### config.mk
export PLATFORM = sky130hd
export DESIGN_NAME = script_comment_space_stripper
export DESIGN_NICKNAME = d
export VERILOG_FILES = /design/src/scss_pkg.sv /design/src/scss_scan.sv /design/src/scss_fifo.sv /design/src/script_comment_space_stripper.sv
export SDC_FILE = /design/constraint.sdc
export NUM_CORES = 1
export LEC_CHECK = 0
export ABC_CLOCK_PERIOD_IN_PS = 3100
export BUFFER_PORTS_ARGS = -buffer_cell sky130_fd_sc_hd__buf_2
export CAP_MARGIN = 5
export CORE_AREA = 2 2 121 93
export CTS_CLUSTER_SIZE = 25
export DETAILED_ROUTE_END_ITERATION = 10
export DIE_AREA = 0 0 123 95
export PLACE_DENSITY_LB_ADDON = 0.12
export SLEW_MARGIN = 20
export SYNTH_ARGS = -nofsm -noshare
export SYNTH_HDL_FRONTEND = slang
export SYNTH_HIERARCHICAL = 1
export SYNTH_SLANG_ARGS = --single-unit
### constraint.sdc
create_clock -name clk -period 3.1 [get_ports clk]
set_clock_uncertainty 0.15 [all_clocks]
set_input_delay 0.31 -clock clk [delete_from_list [all_inputs] [get_ports clk]]
set_output_delay 0.31 -clock clk [all_outputs]
set_load 0.1 [all_outputs]
### src/scss_pkg.sv
// ---------------------------------------------------------------------------
// scss_pkg
// Types and character constants of the script comment and space stripper.
// ---------------------------------------------------------------------------
`timescale 1ns / 1ps

package scss_pkg;

	typedef enum logic [2:0] {
		MODE_START,
		MODE_SLASH,
		MODE_SPACE,
		MODE_BLOCK,
		MODE_BLOCK_STAR,
		MODE_LINE,
		MODE_STRING,
		MODE_ESCAPE
	} scan_mode_t;

	localparam logic [7:0] CH_SLASH  = 8'h2F;
	localparam logic [7:0] CH_STAR   = 8'h2A;
	localparam logic [7:0] CH_NL     = 8'h0A;
	localparam logic [7:0] CH_BSLASH = 8'h5C;
	localparam logic [7:0] CH_DQUOTE = 8'h22;
	localparam logic [7:0] CH_SQUOTE = 8'h27;
	localparam logic [7:0] CH_SPACE  = 8'h20;

	typedef struct packed {
		logic [7:0] ch;
		logic       last;
	} out_item_t;

	typedef struct packed {
		logic      first_vld;
		logic      second_vld;
		out_item_t first;
		out_item_t second;
	} push_t;

	function automatic logic is_blank(input logic [7:0] c);
		return (c == CH_SPACE) || ((c >= 8'd9) && (c <= 8'd13));
	endfunction

endpackage

### src/scss_scan.sv
// ---------------------------------------------------------------------------
// scss_scan
// Scan state machine: turns one registered character into zero to two
// result characters and advances the mode and quote delimiter.
// ---------------------------------------------------------------------------
`timescale 1ns / 1ps

module scss_scan
	import scss_pkg::*;
(
	input  logic       clk,
	input  logic       arst_n,
	input  logic       item_vld,
	input  logic [7:0] item_char,
	output push_t      push
);

	scan_mode_t mode_q, mode_d;
	logic [7:0] delim_q, delim_d;
	push_t      res;

	always_ff @(posedge clk or negedge arst_n) begin
		if (!arst_n) begin
			mode_q  <= MODE_START;
			delim_q <= 8'h00;
		end else if (item_vld) begin
			mode_q  <= mode_d;
			delim_q <= delim_d;
		end
	end

	always_comb begin
		mode_d = mode_q;
		delim_d = delim_q;
		res = '0;
		case (mode_q)
			MODE_START: begin
				if (item_char == CH_SLASH) begin
					mode_d = MODE_SLASH;
				end else begin
					res.first_vld = 1'b1;
					res.first = '{ch: item_char, last: 1'b1};
					if (is_blank(item_char)) begin
						mode_d = MODE_SPACE;
					end else if (item_char inside {CH_DQUOTE, CH_SQUOTE}) begin
						delim_d = item_char;
						mode_d = MODE_STRING;
					end
				end
			end
			MODE_SLASH: begin
				res.first_vld = 1'b1;
				if (item_char == CH_STAR) begin
					mode_d = MODE_BLOCK;
					res.first = '{ch: CH_SPACE, last: 1'b1};
				end else if (item_char == CH_SLASH) begin
					mode_d = MODE_LINE;
					res.first = '{ch: CH_SPACE, last: 1'b1};
				end else begin
					mode_d = MODE_START;
					res.second_vld = 1'b1;
					res.first = '{ch: CH_SLASH, last: 1'b0};
					res.second = '{ch: item_char, last: 1'b1};
				end
			end
			MODE_SPACE: begin
				if (item_char == CH_SLASH) begin
					mode_d = MODE_SLASH;
				end else if (!is_blank(item_char)) begin
					mode_d = MODE_START;
					res.first_vld = 1'b1;
					res.first = '{ch: item_char, last: 1'b1};
				end
			end
			MODE_BLOCK: begin
				if (item_char == CH_STAR) begin
					mode_d = MODE_BLOCK_STAR;
				end
			end
			MODE_BLOCK_STAR: begin
				if (item_char == CH_SLASH) begin
					mode_d = MODE_SPACE;
				end else if (item_char != CH_STAR) begin
					mode_d = MODE_BLOCK;
				end
			end
			MODE_LINE: begin
				if (item_char == CH_NL) begin
					mode_d = MODE_SPACE;
				end
			end
			MODE_STRING: begin
				if (item_char == CH_BSLASH) begin
					mode_d = MODE_ESCAPE;
				end else begin
					res.first_vld = 1'b1;
					res.first = '{ch: item_char, last: 1'b1};
					if (item_char == delim_q) begin
						mode_d = MODE_START;
					end
				end
			end
			MODE_ESCAPE: begin
				mode_d = MODE_STRING;
				res.first_vld = 1'b1;
				res.second_vld = 1'b1;
				res.first = '{ch: CH_BSLASH, last: 1'b0};
				res.second = '{ch: item_char, last: 1'b1};
			end
			default: begin
				mode_d = MODE_START;
			end
		endcase
	end

	// drop results when no character is held
	always_comb begin
		push = res;
		push.first_vld = res.first_vld & item_vld;
		push.second_vld = res.second_vld & item_vld;
	end

endmodule

### src/scss_fifo.sv
// ---------------------------------------------------------------------------
// scss_fifo
// Result queue: takes up to two result characters per cycle and hands
// them out one per request on the output stream.
// ---------------------------------------------------------------------------
`timescale 1ns / 1ps

module scss_fifo
	import scss_pkg::*;
#(
	parameter int unsigned AW = 3
) (
	input  logic          clk,
	input  logic          arst_n,
	input  push_t         push,
	output logic [AW:0]   count,
	output logic          m_axis_tvalid,
	input  logic          m_axis_tready,
	output logic [7:0]    m_axis_tdata, // [7:0] out_char
	output logic          m_axis_tlast  // last_of_run
);

	out_item_t     mem [1 << AW];
	logic [AW-1:0] wr_q, rd_q, wr_nx;
	logic [AW:0]   count_q;
	logic [1:0]    npush;
	logic          pop;

	assign wr_nx = wr_q + 1'b1;
	assign npush = {1'b0, push.first_vld} + {1'b0, push.second_vld};
	assign pop = m_axis_tvalid && m_axis_tready;

	always_ff @(posedge clk) begin
		if (push.first_vld) begin
			mem[wr_q] <= push.first;
		end
		if (push.second_vld) begin
			mem[wr_nx] <= push.second;
		end
	end

	always_ff @(posedge clk or negedge arst_n) begin
		if (!arst_n) begin
			wr_q    <= '0;
			rd_q    <= '0;
			count_q <= '0;
		end else begin
			wr_q    <= wr_q + AW'(npush);
			rd_q    <= rd_q + AW'(pop);
			count_q <= count_q + (AW + 1)'(npush) - (AW + 1)'(pop);
		end
	end

	assign count = count_q;
	assign m_axis_tvalid = (count_q != '0);
	assign m_axis_tdata = mem[rd_q].ch;
	assign m_axis_tlast = mem[rd_q].last;

endmodule

### src/script_comment_space_stripper.sv
// ---------------------------------------------------------------------------
// script_comment_space_stripper
// Removes comments and collapses whitespace in a script character stream.
// ---------------------------------------------------------------------------
// Input stream s_axis: one source character per request in tdata[7:0].
// Output stream m_axis: one result character per request in tdata[7:0];
// tlast marks the final result caused by one input character. An input
// character causes zero, one or two results.
// A character taken is held in the input register and scanned in the
// next cycle; its results are written into the result queue.
// Throughput: one input character per cycle while the output keeps up;
// the output moves one result per cycle, so items with two results drain
// at half rate and are absorbed by the result queue.
// The input side stalls only when the result queue (1 << FIFO_AW entries)
// could not absorb the results of the held character plus one more.
// When the receiver stalls, results stay queued and tdata/tlast hold;
// input is taken until its count passes DEPTH - 4, then s_axis_tready drops.
// Reset clears the scan mode to start, the quote delimiter to zero and
// empties the queue. A slash still held at end of stream is not flushed.
// ---------------------------------------------------------------------------
`timescale 1ns / 1ps

module script_comment_space_stripper
	import scss_pkg::*;
#(
	parameter int unsigned FIFO_AW = 3
) (
	input  logic       clk,
	input  logic       arst_n,
	input  logic       s_axis_tvalid,
	output logic       s_axis_tready,
	input  logic [7:0] s_axis_tdata, // [7:0] in_char
	output logic       m_axis_tvalid,
	input  logic       m_axis_tready,
	output logic [7:0] m_axis_tdata, // [7:0] out_char
	output logic       m_axis_tlast  // last_of_run
);

	localparam int unsigned DEPTH = 1 << FIFO_AW;
	localparam logic [FIFO_AW:0] READY_LIMIT = (FIFO_AW + 1)'(DEPTH - 4);

	logic        vld_s1;
	logic [7:0]  char_s1;
	logic        accept;
	push_t       push;
	logic [FIFO_AW:0] count;

	assign accept = s_axis_tvalid && s_axis_tready;
	assign s_axis_tready = (count <= READY_LIMIT);

	always_ff @(posedge clk or negedge arst_n) begin
		if (!arst_n) begin
			vld_s1 <= 1'b0;
		end else begin
			vld_s1 <= accept;
		end
	end

	always_ff @(posedge clk) begin
		if (accept) begin
			char_s1 <= s_axis_tdata;
		end
	end

	scss_scan u_scan (
		.clk       (clk),
		.arst_n    (arst_n),
		.item_vld  (vld_s1),
		.item_char (char_s1),
		.push      (push)
	);

	scss_fifo #(
		.AW (FIFO_AW)
	) u_fifo (
		.clk           (clk),
		.arst_n        (arst_n),
		.push          (push),
		.count         (count),
		.m_axis_tvalid (m_axis_tvalid),
		.m_axis_tready (m_axis_tready),
		.m_axis_tdata  (m_axis_tdata),
		.m_axis_tlast  (m_axis_tlast)
	);

endmodule

# Yosys cells after proc, flatten, opt, wreduce, memory -nomap -nowiden
# Memories as Yosys holds them, arrays and structs flattened.
# Index checks and enable logic that the tools add are counted.
# Widths: inputs -> output; s select.
totals:
  regBits: 30
  latch_bits: 0
  ram_bits: 72
  romBits: 0
  in_bits: 12
  out_inout_bits: 11
  word_cells: 87
  memories: 1
mem_list:
  columns: ["name", "depth", "width", "read_ports", "rd_clocked_by_memory_dff", "wr", "line_no", "rtl"]
  rows:
  - ["u_fifo.mem", 8, 9, 1, 0, 2, "scss_fifo.sv:23", "out_item_t mem [1 << AW];"]
classes:
  addsub: 6
  multipliers: 0
  div: 0
  n_lt_le_gt_ge: 3
  n_eq_ne: 22
  shifts: 0
  mux: 34
  n_bitwise: 4
  n_reduce_logical: 10
ops:
  columns: ["op", "n"]
  rows:
  - ["$mux 9", 6]
  - ["$pmux 9 s5", 1]
  - ["$eq 8x6->1 const B", 5]
  - ["$mux 3", 13]
  - ["$pmux 3 s8", 1]
  - ["$pmux 9 s2", 1]
  - ["$eq 3x3->1 const B", 4]
  - ["$mux 1", 9]
  - ["$eq 8x4->1 const B", 1]
  - ["$eq 8x7->1 const B", 1]
  - ["$eq 8x8->1", 1]
  - ["$ge 8x4->1 const B", 1]
  - ["$le 8x4->1 const B", 1]
  - ["$ne 8x6->1 const B", 1]
  - ["$reduce_and 7->1", 1]
  - ["$eq 3x2->1 const B", 2]
  - ["$ne 3x1->1 const B", 2]
  - ["$mux 5", 1]
  - ["$reduce_and 5->1", 1]
  - ["$add 4x2->4", 1]
  - ["$le 4x3->1 const B", 1]
  - ["$ne 2x1->1 const B", 2]
  - ["$ne 4x1->1 const B", 1]
  - ["$pmux 1 s4", 1]
  - ["16 further kinds", 20]

# Longest topological paths before layout
# Gate-level depths: netlist (run 1).
logic_depth:
  ltp_word: 10
  ltp_mapped: 15
  ltp_nobuf: 14

# Cells and area by module
# Netlist (run 1), hierarchy kept.
by_module_without_submodules:
  columns: ["mod", "instances", "cells_each", "area_each_um2", "seq_area_each_um2"]
  rows:
  - ["scss_fifo", 1, 247, 4249.1, 2412.3]
  - ["scss_scan", 1, 136, 1131.1, 275.3]
  - ["script_comment_space_stripper", 1, 12, 289.0, 265.3]

# Worst setup path after synthesis (run 1)
# Ideal clock, no wire load.
synth_path:
  path_kind: "register -> register"
  startpoint: "register char_s1[2]"
  endpoint: "register u_fifo.count_q[3] (netlist: u_fifo/count[3])"
  setup_ns: 0.079
  arrival_time_ns: 3.086
  required_time_ns: 2.871
  slack_ns: -0.215
  stages_incl_launch_ff: 13
  path_buffers: 0
  period_less_slack_ns: 3.315
  cell_sequence: "edfxtp_1 > or4b_1 > a21oi_1 > o21ai_0 > nor2_1 > o21ai_0 > o2111a_1 > ha_1 > or2_2 > ha_1 > a21o_1 > a21oi_1 > xor2_1"
synth_lines:
  columns: ["element", "line_no", "rtl"]
  rows:
  - ["start, declared", "script_comment_space_stripper.sv:43", "logic [7:0] char_s1;"]
  - ["start signal, assigned", "script_comment_space_stripper.sv:61", "char_s1 <= s_axis_tdata;"]
  - ["end signal, assigned", "scss_fifo.sv:50", "count_q <= count_q + (AW + 1)'(npush) - (AW + 1)'(pop);"]
  - ["end, declared", "scss_fifo.sv:25", "logic [AW:0] count_q;"]

==> impl_metrics.json, run 1 <==
{
  "outcome": "complete, but fails checks",
  "violations": "negative setup slack",
  "yosysWarningCount": 6,
  "cts_root_buf": "clkbuf_16",
  "ys_seq_elements": 102,
  "firstDrtPassIters": 5,
  "setup-violations-final": 1,
  "drt_iter0_markers": 314,
  "synth_fp_nets": 418,
  "synth_edf_count": 80,
  "required_ns": 3.17,
  "rows": 33,
  "clk_path_buf_depth": 2,
  "critical_path.max_fanout": 3,
  "hold_violations": 0,
  "crit_type": "reg2reg",
  "cts.sinks": 102,
  "ys_types": 64,
  "n_antenna_cell": 0,
  "antenna_found_initial": 0,
  "crit_start": "char_s1[2]",
  "syn_area_per_cell_um2": 14.35,
  "die_x_um": 123,
  "syn_area_mm2": 0.005669,
  "wirelength_um": 13130,
  "overflow": 0,
  "post-route-min-period_ns": 3.121,
  "gp_congestion": 0.9143,
  "die_h_um": 95,
  "pre_cts_slack_ns": -0.08445,
  "io_pins": 23,
  "core_mm2": 0.01065,
  "clk_latency_ns": 0.34,
  "hold_class": "in2reg",
  "power_leakage_nw": 2.608,
  "syn_inst": 395,
  "grt_pass1_vias": 3769,
  "tightest_slew_ns": 0.8919,
  "totalPowerFinal_mw": 6.834,
  "htree_levels": 3,
  "arrival_ns": 3.20,
  "grt_use_met2_pct": 36.79,
  "io_buffers": 22,
  "rr_startpoint": "char_s1[2]",
  "cts_tree": "built",
  "min_period_over_period_pct": 100.7,
  "postLayoutCellArea_mm2": 0.006845,
  "fin_ws_ns": -0.02123,
  "dp_hpwl_um": 8855,
  "timing.slew.headroom_pct": 40.54,
  "rsz0062_at_grt": "yes",
  "min_from": "m_axis_tready",
  "initial_utilization_pct": 53.22,
  "fin_nets": 500,
  "cts-buffers-inserted": 9,
  "drc": 0,
  "powerDensity_mw_per_mm2": 998.4,
  "path_cells": "or4b_4 > a21oi_4 > o21ai_2 > nor2_1 > o21ai_2 > o2111a_2 > ha_4 > xnor2_2 > ha_2 > inv_2 > fa_1 > xnor2_1",
  "grt_usage_pct": 24.49,
  "ant_nets": 0,
  "via_per_inst": 5.912,
  "drive_above_1_share_pct": 50.83,
  "crit_path_max_incr_delay_ns": 0.56,
  "dpl-instance-area_mm2": 0.006201,
  "clk_pin_slew_ns": 0.06,
  "grt_first_pass_wirelength_um": 20920,
  "critPathLaunchType": "register",
  "slowest_stage": "or4b_4",
  "synth-main-ff-cell": "edfxtp_1",
  "wl_per_cell_um": 21.11,
  "die-area_mm2": 0.01169,
  "vias": 3677,
  "cp_common_cell": "o21ai_2",
  "fmax_ghz": 0.3204,
  "synthArstFlopShare_pct": 21.57,
  "tns_ns": -0.02123,
  "report.final.slew_viol_count": 0,
  "r2r_cells": 12,
  "area_growth_pct": 20.75,
  "endpoint_kind": "register",
  "grt_max_degree": 23,
  "maxCapViolations": 0,
  "gr-max-usage-layer": "met2",
  "gr-usage-met3_pct": 4.952,
  "vdd_drop_max_uv": 719.1,
  "met1_usage_pct": 36.72,
  "ys_seq_area_share_pct": 52.09,
  "whs_path_depth": 3
}
[critical path, delay by kind of cell, from the launching register on]
kind,cells,cell delay [ns]
adders and majority gates,3,0.87
and+or+nand+nor,2,0.70
AOI/OAI and AO/OA,4,0.60
DFF,1,0.39
xor gates and xnor gates,2,0.25
buffers and inverters,1,0.04
[power breakdown]
part	internal, mW	switching [mW]
Clock	0.546	0.479
Sequential	1.86	0.199
Combinational	1.52	2.22
Total	3.93	2.90
[through the flow]
step	cells	hold slack (ns)	util (%)
2_1_floorplan	395	-0.1356	-
3_3_place_gp	579	0.1648	58.14
3_5_place_dp	579	0.1716	58.21
4_1_cts	611	0.1790	62.41
5_1_grt	622	0.1946	64.26
6_report	622	0.1887	64.26
[final timing paths]
path                                      to  slack [ns]
max                          u_fifo/count[2]       -0.02
min                           u_fifo/rd_q[1]        0.19
max reg2reg                  u_fifo/count[2]       -0.02
min reg2reg                u_scan/delim_q[1]        0.35
max in group asynchronous     u_fifo/wr_q[2]        2.11
min in group asynchronous    u_fifo/count[1]        0.34
[Yosys cell counts, types with 2 or more instances]
cell	count	share of area (%)
mux2_2	83	16
edfxtp_1	80	42
dfrtp_1	22	9.7
mux4_2	18	7.2
inv_1	15	0.99
nor2_1	14	0.93
nand2_1	13	0.86
xor2_1	11	1.7
ha_1	9	2.0
a21oi_1	8	0.71
and2_1	6	0.66
o21ai_0	6	0.53
a21o_1	5	0.66
buf_2	5	0.44
nand3_1	5	0.44
nand3b_1	5	0.66
nor3_1	5	0.44
clkbuf_1	4	0.26
nor2_2	4	0.44
nor2b_1	4	0.44
nor4_1	4	0.44
xnor2_1	4	0.62
buf_1	3	0.20
buf_4	3	0.40
nand2b_1	3	0.33
or2_2	3	0.33
a31o_2	2	0.31
a31oi_1	2	0.22
and4bb_2	2	0.44
buf_6	2	0.40
fa_1	2	0.71
mux2_4	2	0.53
nand2_2	2	0.22
nor3_4	2	0.57
o211ai_1	2	0.26
o21a_1	2	0.26
o21bai_1	2	0.26
o22ai_1	2	0.22
o32ai_1	2	0.31
or3b_2	2	0.31
or4b_1	2	0.35
[logic make-up after synthesis]
logic type                 after synthesis  synth area share [%]
adders and majority gates               11                 2.693
and+or+nand+nor                         87                 10.06
buffers and inverters                   32                 2.692
AOI/OAI and AO/OA                       43                 5.407
DFF                                    102                 52.09
xor gates and xnor gates                17                 2.891
muxes                                  103                 24.17
[per-layer routing]
layer | vias up | wire length [µm]
li1 | 1689 | -
met2 | 119 | 5886
met5 | - | 0
met4 | 0 | 152
met1 | 1850 | 6368
met3 | 19 | 720
[state kept, by name, indices dropped and copies added, names as in the netlist]
signal          count
u_fifo/mem         72
u_scan/delim_q      8
vld_s1              1
u_fifo/wr_q         3
char_s1             8
u_scan/mode_q       3
u_fifo/count        4
u_fifo/rd_q         3
[final cells by class]
type                       instances  area (µm²)
clock buffer                      13       240.2
clock inverter                     3       21.27
fill                             784        3807
inverter                          15       56.30
multi-input combinational        261        2755
sequential                       102        2953
tap                              140       175.2
timing repair buffer              88       644.4
[what timing repair did]
action	in CTS	in global routing
hold buffers	9	0
gates cloned	0	0
resized for setup	9	21
hold endpoints to repair	30	0
buffers inserted	7	12
pin swaps	7	12
setup endpoints to repair	14	122
[cells in the final DEF (no fill, tap or decap), types with 5 or more instances in the layout]
cell type	synthesis	layout
clkbuf_16	0	9
mux4_2	18	18
nand3b_1	5	5
edfxtp_1	80	80
a21oi_1	8	5
mux2_2	83	81
and2_1	6	6
nand2_1	13	13
dfrtp_1	22	22
xor2_1	11	11
nand3_1	5	5
dlygate4sd3_1	0	9
buf_2	5	22
inv_1	15	12
buf_4	3	55
nor2_1	14	14
nor3_1	5	5
(Power assumes the default switching activity.)
==> inputs of run 2 (changes only) <==
- ABC_AREA: unset -> 1
- CORE_AREA: 2 2 121 93 -> 2 2 127 98
- DIE_AREA: 0 0 123 95 -> 0 0 129 100
==> impl_metrics.json, run 2 <==
{
  "outcome": "finished, final reports clean",
  "vias": 5886,
  "core_mm2": 0.01187,
  "endpoint_kind": "register",
  "netlist.area_leader.share_pct": 36.59,
  "yosys-top-cells-area": "edfxtp_1 37%, nand2_1 20%, dfrtp_1 8.4%, nand4_1 7.3%, inv_1 6.6%",
  "grt_max_degree": 41,
  "cp_common_cell": "inv_1",
  "drc": 0,
  "initial_utilization_pct": 55.33,
  "post-route-min-period_ns": 2.971,
  "clk_latency_ns": 0.35,
  "firstDrtPassIters": 5,
  "n_antenna_cell": 0,
  "slowest_stage": "fa_1",
  "synth_common_cells": "356 x nand2_1, 115 x inv_1, 80 x edfxtp_1",
  "drt_iter0_markers": 682,
  "overflow": 0,
  "ys_seq_elements": 102,
  "path_buf_inv": 5,
  "synth-main-ff-cell": "edfxtp_1",
  "io_buffers": 22,
  "fmax_ghz": 0.3366,
  "critical_path.max_fanout": 3,
  "hold_class": "in2reg",
  "critPathLaunchType": "register",
  "gp_congestion": 0.9284,
  "totalPowerFinal_mw": 8.270,
  "hold-worst-slack_ns": 0.01200,
  "vdd_drop_max_uv": 974.9,
  "syn_area_mm2": 0.006566,
  "yosysWarningCount": 6,
  "largest_reg_flops": 72,
  "grt_usage_pct": 30.53,
  "timing.slew.headroom_pct": 27.24,
  "power_leakage_nw": 3.716,
  "dpl-instance-area_mm2": 0.006898,
  "wl_per_cell_um": 17.29,
  "dp.cells": 1044,
  "die_x_um": 129,
  "synthArstFlopShare_pct": 21.57,
  "worst_path_dominant_cell_family": "adder cells",
  "antenna_found_initial": 0,
  "clk_pin_slew_ns": 0.07,
  "top_register": "u_fifo/mem",
  "syn_inst": 873,
  "maxCapViolations": 0,
  "rows": 35,
  "path_cells": "buf_4 > nor2_1 > nand2_1 > nor2_1 > nand2_2 > nand3_2 > nand3_2 > o21ai_1 > inv_2 > ha_4 > inv_1 > nand3_1 > nand2_1 > ha_1 > inv_1 > fa_1 > inv_1",
  "yosysMostFrequentCell": "nand2_1",
  "tightest_slew_ns": 1.090,
  "hold_violations": 0,
  "syn_area_per_cell_um2": 7.522,
  "final_common_cell": "nand2_1",
  "report.final.slew_viol_count": 0,
  "die-area_mm2": 0.01290,
  "crit_path_max_incr_delay_ns": 0.49,
  "ys_types": 35,
  "crit_type": "reg2reg",
  "htree_levels": 3,
  "area_growth_pct": 12.86,
  "postLayoutCellArea_mm2": 0.007411,
  "grt_pass1_vias": 5520,
  "ant_nets": 0,
  "wirelength_um": 18550,
  "min_period_over_period_pct": 95.84,
  "ys_seq_area_share_pct": 44.97,
  "clk_path_buf_depth": 2,
  "dp_hpwl_um": 12780,
  "synth_edf_count": 80,
  "cts_tree": "built",
  "fin_nets": 925,
  "powerDensity_mw_per_mm2": 1116,
  "required_ns": 3.19,
  "via_per_inst": 5.486,
  "synth_fp_nets": 896,
  "io_pins": 23,
  "setup-violations-final": 0,
  "cts.sinks": 102,
  "drive_above_1_share_pct": 14.55,
  "cts_root_buf": "clkbuf_16",
  "final_cell_mix": "355 x nand2_1, 113 x inv_1, 80 x edfxtp_1, 77 x nand4_1, 52 x nand3_1",
  "synth_largest_area_cell": "edfxtp_1",
  "reg_top3": "u_fifo/mem x72, char_s1 x8, u_scan/delim_q x8",
  "die_h_um": 100,
  "grt_first_pass_wirelength_um": 29500,
  "fin_cells": 1073,
  "cts-buffers-inserted": 9,
  "arrival_ns": 3.07
}
run 2: through the flow:
step,utilization (%),setup TNS (ns),setup slack (ns)
global placement,58.12,0,0.1010
CTS,61.61,0,0.01796
finish,62.45,0,0.1288
detailed placement,58.12,0,0.001055
floorplan,-,0,0.2456
global route,62.45,-0.01864,-0.01664
run 2: kinds of logic (layout without fill, tap and decap cells):
| logic type | Yosys count | in the layout | synth area share (%) |
|---|---|---|---|
| and+or+nand+nor | 553 | 553 | 38.72 |
| xor gates and xnor gates | 4 | 4 | 0.5336 |
| buffers and inverters | 183 | 217 | 11.72 |
| adders and majority gates | 11 | 11 | 2.325 |
| AOI/OAI and AO/OA | 20 | 20 | 1.734 |
| DFF | 102 | 102 | 44.97 |
run 2: layer usage:
layer | vias to the layer above | routed length [µm] | track usage [%]
met2 | 268 | 7945 | 44.57
met4 | 0 | 377 | 9.615
met1 | 2732 | 8351 | 44.44
met3 | 26 | 1872 | 8.422
met5 | - | 0 | 0
li1 | 2860 | - | -
run 2: final timing paths:
check                               endpoint               from  slack [ns]  cells after the start
max                          u_fifo/count[1]         char_s1[4]        0.13                     17
min                               char_s1[0]    s_axis_tdata[0]        0.01                      1
max reg2reg                  u_fifo/count[1]         char_s1[4]        0.13                     17
min reg2reg                u_scan/delim_q[6]  u_scan/delim_q[6]        0.34                      2
max in group asynchronous     u_fifo/rd_q[2]             arst_n        2.12                      2
min in group asynchronous  u_scan/delim_q[3]             arst_n        0.32                      2
run 2: repair_timing:
item                                    CTS  global route
pin swaps                                 0             2
gates resized for setup                   1            10
hold endpoints to repair                 27             2
hold buffers                              6             2
endpoints found under the setup margin    1             3
setup buffers                             0             5
run 2: report_power, final:
part,total [mW],internal (mW),switching [mW]
combinational,4.81,1.15,3.66
clock,1.33,0.817,0.514
sequential,2.13,1.91,0.223
total,8.27,3.87,4.40
run 2: cell type report:
class,instances,area [µm²]
clock buffer,10,239.0
clock inverter,6,115.1
fill,1049,4457
inverter,128,483.0
multi-input combinational,588,2888
sequential,102,2953
tap,166,207.7
timing repair buffer,73,525.5
